$ cat src/hw/rtl/gdad_pkg.sv
package gdad_pkg;

    localparam int DAY_W          = 5;
    localparam int MONTH_W        = 4;
    localparam int YEAR_W         = 14;
    localparam int COUNT_BITS_DEF = 16;
    localparam int OUT_DATA_W     = 24;
    localparam int OUT_USER_W     = 2;

    localparam logic [YEAR_W-1:0]  TOP_YEAR = 14'd9999;

    localparam logic [MONTH_W-1:0] MON_JAN = 4'd1;
    localparam logic [MONTH_W-1:0] MON_FEB = 4'd2;
    localparam logic [MONTH_W-1:0] MON_APR = 4'd4;
    localparam logic [MONTH_W-1:0] MON_JUN = 4'd6;
    localparam logic [MONTH_W-1:0] MON_SEP = 4'd9;
    localparam logic [MONTH_W-1:0] MON_NOV = 4'd11;
    localparam logic [MONTH_W-1:0] MON_DEC = 4'd12;

    localparam logic [DAY_W-1:0] LEN_28 = 5'd28;
    localparam logic [DAY_W-1:0] LEN_29 = 5'd29;
    localparam logic [DAY_W-1:0] LEN_30 = 5'd30;
    localparam logic [DAY_W-1:0] LEN_31 = 5'd31;

    // floor(y / 100) = (y * 5243) >> 19, exact for y below 43699
    localparam int DIV100_MUL   = 5243;
    localparam int DIV100_SHIFT = 19;
    localparam int PROD_W       = 27;
    localparam int QUOT_W       = 8;
    localparam int MOD100_W     = 7;
    localparam logic [MOD100_W-1:0] MOD100_TOP = 7'd99;
    localparam logic [YEAR_W-1:0]   CENTURY    = 14'd100;

    localparam int USER_INVALID  = 0;
    localparam int USER_OVERFLOW = 1;

    typedef enum logic [2:0] {
        ST_IDLE,
        ST_DIV,
        ST_REM,
        ST_CHECK,
        ST_STEP,
        ST_DONE
    } state_t;

    typedef struct packed {
        logic load;
        logic div;
        logic rem;
        logic adv;
    } cal_ctl_t;

    typedef struct packed {
        logic [MONTH_W-1:0] month;
        logic [YEAR_W-1:0]  year;
        logic [DAY_W-1:0]   mlen;
        logic               at_top;
    } cal_stat_t;

    function automatic logic [DAY_W-1:0] month_len(input logic [MONTH_W-1:0] m,
                                                   input logic leap);
        logic [DAY_W-1:0] len;
        case (m) inside
            MON_APR, MON_JUN, MON_SEP, MON_NOV: len = LEN_30;
            MON_FEB:                            len = leap ? LEN_29 : LEN_28;
            default:                            len = LEN_31;
        endcase
        return len;
    endfunction

endpackage

$ cat src/hw/rtl/gregorian_date_add_days.sv
// Channel | Dir | Ports                      | Contents
// s_      | in  | s_tvalid s_tready s_tdata  | start date and day count
// m_      | out | m_tvalid m_tready m_tdata  | end date
//         |     | m_tuser                    | date_invalid, year_overflow
// Each word passes the load, divide, remainder and check states, then steps month by
// month in the single month-length subtract loop; a rejected date skips the loop.
// s_tready is high only in idle; a finished word sits in the output register
// while the next word is taken. m_tready low stalls only the final hand-off.
// Reset clears the sequencer and the output valid; no clearing pass.
module gregorian_date_add_days
    import gdad_pkg::*;
#(
    parameter int COUNT_BITS = COUNT_BITS_DEF
) (
    input  logic                  aclk,
    input  logic                  aresetn,
    input  logic                  s_tvalid,
    output logic                  s_tready,
    // start_day, start_month, start_year, add_count
    input  logic [((DAY_W+MONTH_W+YEAR_W+COUNT_BITS+7)/8)*8-1:0] s_tdata,
    output logic                  m_tvalid,
    input  logic                  m_tready,
    // end_day, end_month, end_year
    output logic [OUT_DATA_W-1:0] m_tdata,
    // date_invalid, year_overflow
    output logic [OUT_USER_W-1:0] m_tuser
);

    localparam int DN_W    = COUNT_BITS + 1;
    localparam int CNT_LSB = DAY_W + MONTH_W + YEAR_W;

    state_t                  state_reg, state_next;
    logic [DAY_W-1:0]        day_reg, day_next;
    logic [DN_W-1:0]         dn_reg, dn_next;
    logic                    inv_reg, inv_next;
    logic                    ovf_reg, ovf_next;
    logic                    out_valid_reg, out_valid_next;
    logic [OUT_DATA_W-1:0]   out_data_reg, out_data_next;
    logic [OUT_USER_W-1:0]   out_user_reg, out_user_next;

    logic [DAY_W-1:0]        s_day;
    logic [MONTH_W-1:0]      s_month;
    logic [YEAR_W-1:0]       s_year;
    logic [COUNT_BITS-1:0]   s_count;

    cal_ctl_t                ctl;
    cal_stat_t               stat;
    logic                    more;
    logic [DN_W-1:0]         diff;
    logic                    bad_date;

    assign s_day   = s_tdata[DAY_W-1:0];
    assign s_month = s_tdata[DAY_W +: MONTH_W];
    assign s_year  = s_tdata[DAY_W+MONTH_W +: YEAR_W];
    assign s_count = s_tdata[CNT_LSB +: COUNT_BITS];

    gdad_cal u_cal (
        .aclk        (aclk),
        .start_month (s_month),
        .start_year  (s_year),
        .ctl         (ctl),
        .stat        (stat)
    );

    gdad_alu #(
        .DN_W (DN_W)
    ) u_alu (
        .dn   (dn_reg),
        .len  (stat.mlen),
        .more (more),
        .diff (diff)
    );

    assign bad_date = (stat.month < MON_JAN) || (stat.month > MON_DEC) ||
                      (stat.year > TOP_YEAR) || (day_reg == '0) ||
                      (day_reg > stat.mlen);

    always_comb begin
        state_next     = state_reg;
        day_next       = day_reg;
        dn_next        = dn_reg;
        inv_next       = inv_reg;
        ovf_next       = ovf_reg;
        out_valid_next = out_valid_reg && !m_tready;
        out_data_next  = out_data_reg;
        out_user_next  = out_user_reg;
        ctl            = '0;
        s_tready       = 1'b0;
        unique case (state_reg)
            ST_IDLE: begin
                s_tready = 1'b1;
                if (s_tvalid) begin
                    day_next   = s_day;
                    dn_next    = DN_W'(s_day) + DN_W'(s_count);
                    ctl.load   = 1'b1;
                    state_next = ST_DIV;
                end
            end
            ST_DIV: begin
                ctl.div    = 1'b1;
                state_next = ST_REM;
            end
            ST_REM: begin
                ctl.rem    = 1'b1;
                state_next = ST_CHECK;
            end
            ST_CHECK: begin
                inv_next   = bad_date;
                ovf_next   = 1'b0;
                state_next = bad_date ? ST_DONE : ST_STEP;
            end
            ST_STEP: begin
                if (more) begin
                    dn_next = diff;
                    if ((stat.month == MON_DEC) && stat.at_top) begin
                        ovf_next   = 1'b1;
                        state_next = ST_DONE;
                    end else begin
                        ctl.adv = 1'b1;
                    end
                end else begin
                    state_next = ST_DONE;
                end
            end
            ST_DONE: begin
                if (!out_valid_reg || m_tready) begin
                    out_valid_next = 1'b1;
                    out_user_next  = '0;
                    out_user_next[USER_INVALID]  = inv_reg;
                    out_user_next[USER_OVERFLOW] = ovf_reg && !inv_reg;
                    if (inv_reg) begin
                        out_data_next = '0;
                    end else if (ovf_reg) begin
                        out_data_next = {1'b0, TOP_YEAR, MON_DEC, LEN_31};
                    end else begin
                        out_data_next = {1'b0, stat.year, stat.month, dn_reg[DAY_W-1:0]};
                    end
                    state_next = ST_IDLE;
                end
            end
            default: state_next = ST_IDLE;
        endcase
    end

    always_ff @(posedge aclk) begin
        if (!aresetn) begin
            state_reg     <= ST_IDLE;
            out_valid_reg <= 1'b0;
        end else begin
            state_reg     <= state_next;
            out_valid_reg <= out_valid_next;
        end
        day_reg      <= day_next;
        dn_reg       <= dn_next;
        inv_reg      <= inv_next;
        ovf_reg      <= ovf_next;
        out_data_reg <= out_data_next;
        out_user_reg <= out_user_next;
    end

    assign m_tvalid = out_valid_reg;
    assign m_tdata  = out_data_reg;
    assign m_tuser  = out_user_reg;

    a_invalid_zero: assert property (@(posedge aclk) disable iff (!aresetn)
        (m_tvalid && m_tuser[USER_INVALID]) |-> (m_tdata == '0))
        else $error("invalid date word carries nonzero fields");

    a_flags_excl: assert property (@(posedge aclk) disable iff (!aresetn)
        m_tvalid |-> !(m_tuser[USER_INVALID] && m_tuser[USER_OVERFLOW]))
        else $error("invalid and overflow both set");

    a_day_range: assert property (@(posedge aclk) disable iff (!aresetn)
        (m_tvalid && !m_tuser[USER_INVALID]) |->
        ((m_tdata[DAY_W-1:0] != '0) && (m_tdata[DAY_W +: MONTH_W] != '0) &&
         (m_tdata[DAY_W +: MONTH_W] <= MON_DEC)))
        else $error("result date out of range");

    a_month_step: assert property (@(posedge aclk) disable iff (!aresetn)
        (state_reg == ST_STEP) |->
        ((stat.month >= MON_JAN) && (stat.month <= MON_DEC)))
        else $error("month out of range while stepping");

    a_dn_falls: assert property (@(posedge aclk) disable iff (!aresetn)
        (state_reg == ST_STEP) |=> (dn_reg <= $past(dn_reg)))
        else $error("remaining day count grew while stepping");

endmodule

$ cat src/hw/rtl/gdad_cal.sv
module gdad_cal
    import gdad_pkg::*;
(
    input  logic               aclk,
    input  logic [MONTH_W-1:0] start_month,
    input  logic [YEAR_W-1:0]  start_year,
    input  cal_ctl_t           ctl,
    output cal_stat_t          stat
);

    logic [MONTH_W-1:0]  month_reg, month_next;
    logic [YEAR_W-1:0]   year_reg, year_next;
    logic [QUOT_W-1:0]   quot_reg, quot_next;
    logic [MOD100_W-1:0] mod100_reg, mod100_next;
    logic [1:0]          cent_reg, cent_next;
    logic [PROD_W-1:0]   prod;
    logic [YEAR_W-1:0]   hundreds;
    logic                leap;

    assign prod     = PROD_W'(year_reg) * PROD_W'(DIV100_MUL);
    assign hundreds = YEAR_W'(quot_reg) * CENTURY;
    assign leap     = (year_reg[1:0] == 2'd0) && ((mod100_reg != '0) || (cent_reg == 2'd0));

    always_comb begin
        month_next  = month_reg;
        year_next   = year_reg;
        quot_next   = quot_reg;
        mod100_next = mod100_reg;
        cent_next   = cent_reg;
        if (ctl.load) begin
            month_next = start_month;
            year_next  = start_year;
        end
        if (ctl.div) begin
            quot_next = prod[DIV100_SHIFT +: QUOT_W];
        end
        if (ctl.rem) begin
            mod100_next = MOD100_W'(year_reg - hundreds);
            cent_next   = quot_reg[1:0];
        end
        if (ctl.adv) begin
            if (month_reg == MON_DEC) begin
                month_next = MON_JAN;
                year_next  = year_reg + YEAR_W'(1);
                if (mod100_reg == MOD100_TOP) begin
                    mod100_next = '0;
                    cent_next   = cent_reg + 2'd1;
                end else begin
                    mod100_next = mod100_reg + MOD100_W'(1);
                end
            end else begin
                month_next = month_reg + MONTH_W'(1);
            end
        end
    end

    always_ff @(posedge aclk) begin
        month_reg  <= month_next;
        year_reg   <= year_next;
        quot_reg   <= quot_next;
        mod100_reg <= mod100_next;
        cent_reg   <= cent_next;
    end

    assign stat.month  = month_reg;
    assign stat.year   = year_reg;
    assign stat.mlen   = month_len(month_reg, leap);
    assign stat.at_top = (year_reg == TOP_YEAR);

endmodule

$ cat src/hw/rtl/gdad_alu.sv
module gdad_alu
    import gdad_pkg::*;
#(
    parameter int DN_W = COUNT_BITS_DEF + 1
) (
    input  logic [DN_W-1:0]  dn,
    input  logic [DAY_W-1:0] len,
    output logic             more,
    output logic [DN_W-1:0]  diff
);

    logic [DN_W:0] sub;

    assign sub  = {1'b0, dn} - (DN_W+1)'(len);
    assign more = !sub[DN_W] && (sub[DN_W-1:0] != '0);
    assign diff = sub[DN_W-1:0];

endmodule
$ cat config.mk
export PLATFORM = sky130hd
export DESIGN_NAME = gregorian_date_add_days
export DESIGN_NICKNAME = d
export VERILOG_FILES = /design/src/hw/rtl/gdad_pkg.sv /design/src/hw/rtl/gregorian_date_add_days.sv /design/src/hw/rtl/gdad_cal.sv /design/src/hw/rtl/gdad_alu.sv
export SDC_FILE = /design/constraint.sdc
export NUM_CORES = 1
export LEC_CHECK = 0
export BUFFER_PORTS_ARGS = -buffer_cell sky130_fd_sc_hd__buf_4
export CORE_MARGIN = 8
export CORE_UTILIZATION = 35
export CTS_BUF_LIST = sky130_fd_sc_hd__clkbuf_4
export DETAILED_ROUTE_END_ITERATION = 16
export GPL_TIMING_DRIVEN = 1
export PLACE_DENSITY = 0.51
export SYNTH_ARGS = -nofsm -noshare
export SYNTH_HDL_FRONTEND = slang
export SYNTH_SLANG_ARGS = --single-unit
$ cat constraint.sdc
create_clock -name aclk -period 4.54 [get_ports aclk]
set_input_delay 0.227 -clock aclk [delete_from_list [all_inputs] [get_ports aclk]]
set_output_delay 0.227 -clock aclk [all_outputs]
set_load 0.02 [all_outputs]
==> impl_metrics.ini <==
[synthesis]
async_reset_ff_share_pct = 0
synth_warnings = 0
synthFlopType = edfxtp_1
synth_edf_count = 58
synth_area_um2 = 8300
ys_seq_area_share_pct = 27.5
synth_cell_types = 65
synth_cells = 859
ys_ff_latch = 85
syn-num-nets = 1093
syn_area_per_cell_um2 = 9.66

[cts]
cts_tree = yes
cts_root_buf = clkbuf_4
cts_buffers = 9
cts_buffer_depth = 2
clk_latency_ns = 0.47
cts.reportedPaths.clkPinSlew_ns = 0.15
clock_sinks = 85
htreeDepth = 3

[layout]
design_area_um2 = 10100
layout.nets = 1226
multi_input_area_um2 = 5460
largest_reg_flops = 23
drive_gt1_share_pct = 21.7
fillers = 2346
area.sequential_um2 = 2320
area_growth_pct = 21.2

[route]
drt_wl_total_mm = 20.4
drc = 0
drt_first_pass_iters = 5
first_iter_violations = 346
viasPerCell = 4.76
route.vias.total = 6267
wl_per_cell_um = 15.5
antenna_left = 0

[grt]
grt_pass1_vias = 6381
grt_pass1_wl_mm = 34.1
grt_max_degree = 39
overflow = 0
antenna_found_initial = 1
track_usage_pct = 15.0

[critical_path]
arrival_ns = 4.81
cp_common_cell = fa_1
required_ns = 4.76
cpMaxStageDelayCell = fa_1
critPathKind = register to register
cp_max_fo = 5
cp-start-kind = register
crit_chain = fa_1 > ha_1 > inv_2 > fa_1 > inv_2 > fa_1 > inv_1 > fa_1 > inv_2 > ha_4 > a21oi_2 > o21ai_1 > a221o_1 > a31oi_4 > o21ai_2 > nor4_2 > nor3_1 > xnor2_1
crit_path_end_kind = register
slowest_delay_ns = 0.54

[run_status]
run_status = finished with violations
violations = negative setup slack

[hold_path]
hp-class = primary input to register

[timing]
tightestPinTransition_ns = 1.21
fin_worst_skew_ns = 0.0190
slew_headroom_pct = 18.8
timing.final.crit_period_ns = 4.59
slew_viol_final = 0
fin_ws_ns = -0.0527
setup_viol = 2
hold_violations = 0
min_period_over_period_pct = 101
rsz0062_at_grt = yes
fmaxAchievable_ghz = 0.218

[placement]
post-dp-hpwl_mm = 16.7
placed_cell_area_um2 = 9610
gp_congestion = 0.825
portBuffers = 69

[run]
cap_violations = 0

[die]
fp.dieH_um = 170
rows = 56
num_io_pins = 72
die_x_um = 170
dieArea_um2 = 28900
core_um2 = 23400
start_util_pct = 35.5
cells by family after synthesis:
kind of cell | Yosys count | share of synthesized area (%)
AOI/OAI and AO/OA | 130 | 10.6
xor gates and xnor gates | 40 | 4.22
adders and majority gates | 190 | 34.5
buffers and inverters | 184 | 8.76
DFF | 85 | 27.5
muxes | 8 | 1.01
other | 1 | 0.0452
and+or+nand+nor | 221 | 13.3
critical path: cells and delay by family, from the launching register on:
family	cells	cell delay [ns]
AND/OR/NAND/NOR	2	0.24
AO/OA/AOI/OAI	5	0.87
XOR/XNOR	1	0.13
adder cells (fa/ha/maj)	6	2.51
flip-flops	1	0.41
buffers and inverters	4	0.18
cells in the mapped netlist, drive strengths merged, types with 3 or more instances:
library cell,n,area [um2]
a211oi,9,67.6
a21o,5,37.5
a21oi,37,189
a221o,4,40.0
a221oi,7,92.6
a31oi,3,18.8
and3,9,56.3
buf,8,66.3
clkbuf,17,63.8
dfxtp,27,541
edfxtp,58,1740
fa,65,1300
ha,125,1560
inv,158,593
mux2,3,33.8
mux2i,5,50.1
nand2,51,191
nand2b,9,56.3
nand3,18,90.1
nand3b,4,33.8
nand4,5,31.3
nor2,68,263
nor2b,6,37.5
nor3,29,145
nor3b,4,30.0
nor4,3,33.8
nor4b,5,65.1
o211ai,3,22.5
o21a,3,22.5
o21ai,27,143
o22ai,15,93.8
o31ai,4,30.0
or2,3,21.3
or3,3,18.8
xnor2,26,228
xor2,14,123
stage by stage:
stage | TNS (ns) | hold slack (ns) | util (%) | std cells | setup WS, ns
2_1_floorplan | 0 | 0.326 | - | 859 | 0.00101
3_3_place_gp | -0.241 | 0.420 | 41.1 | 1281 | -0.155
3_5_place_dp | -0.336 | 0.421 | 41.1 | 1281 | -0.219
4_1_cts | -0.131 | 0.00657 | 42.7 | 1313 | -0.0867
5_1_grt | -0.523 | 0.0283 | 43.0 | 1317 | -0.215
6_report | -0.0751 | 0.0463 | 43.0 | 1317 | -0.0527
layout by cell type, fill, tap and decap left out, types with 5 or more instances in the layout:
cell	synthesis	routed
ha_1	125	114
nor3_1	29	29
inv_2	0	6
fa_1	65	61
xor2_1	14	14
and3_1	9	9
inv_1	158	152
edfxtp_1	58	58
mux2i_1	5	5
o22ai_1	15	15
a221oi_2	5	5
clkbuf_4	0	9
nand2b_1	9	9
nand2_1	51	51
dfxtp_1	27	16
nor2b_1	6	5
a21o_1	5	5
o21ai_0	25	21
ha_4	0	8
dfxtp_4	0	9
dlygate4sd3_1	0	8
nand3_1	18	18
nor2_1	67	65
nand4_1	5	5
buf_4	1	138
a21oi_1	36	34
xnor2_1	26	26
a211oi_1	9	8
layout make-up:
| type | count | share of cell area, % |
|---|---|---|
| antenna | 1 | 0.0249 |
| clock buffer | 9 | 0.671 |
| clock inverter | 7 | 0.796 |
| inverter | 159 | 5.93 |
| multi-input combinational | 590 | 54.3 |
| sequential | 85 | 23.0 |
| tap | 319 | 3.97 |
| timing repair buffer | 147 | 11.3 |
metal layers:
| metal | GRT usage (%) | share of wire, % | vias to the layer above |
|---|---|---|---|
| met5 | 0 | 0 | - |
| met4 | 3.51 | 1.2 | 0 |
| met1 | 21.6 | 50 | 2984 |
| met3 | 2.32 | 4.2 | 14 |
| met2 | 23.4 | 45 | 109 |
| li1 | - | - | 3160 |
final timing paths:
kind,from,end,slack [ns],cells past startpoint
min reg2reg,u_cal.cent_reg[0],u_cal.cent_reg[0],0.52,2
min,s_tdata[7],u_cal.month_reg[2],0.05,3
max reg2reg,u_cal.year_reg[11],u_cal.quot_reg[4],-0.05,18
max,u_cal.year_reg[11],u_cal.quot_reg[4],-0.05,18
repair_timing:
action,CTS,global route
hold buffers,8,0
gates resized for setup,20,12
endpoints found under the setup margin,3,13
pin swaps,28,11
cloned,0,0
setup buffers,8,3
hold endpoints to repair,11,0
Power is not shown: default switching activity piles up to over one toggle a cycle in this logic, so the estimate is an artifact.
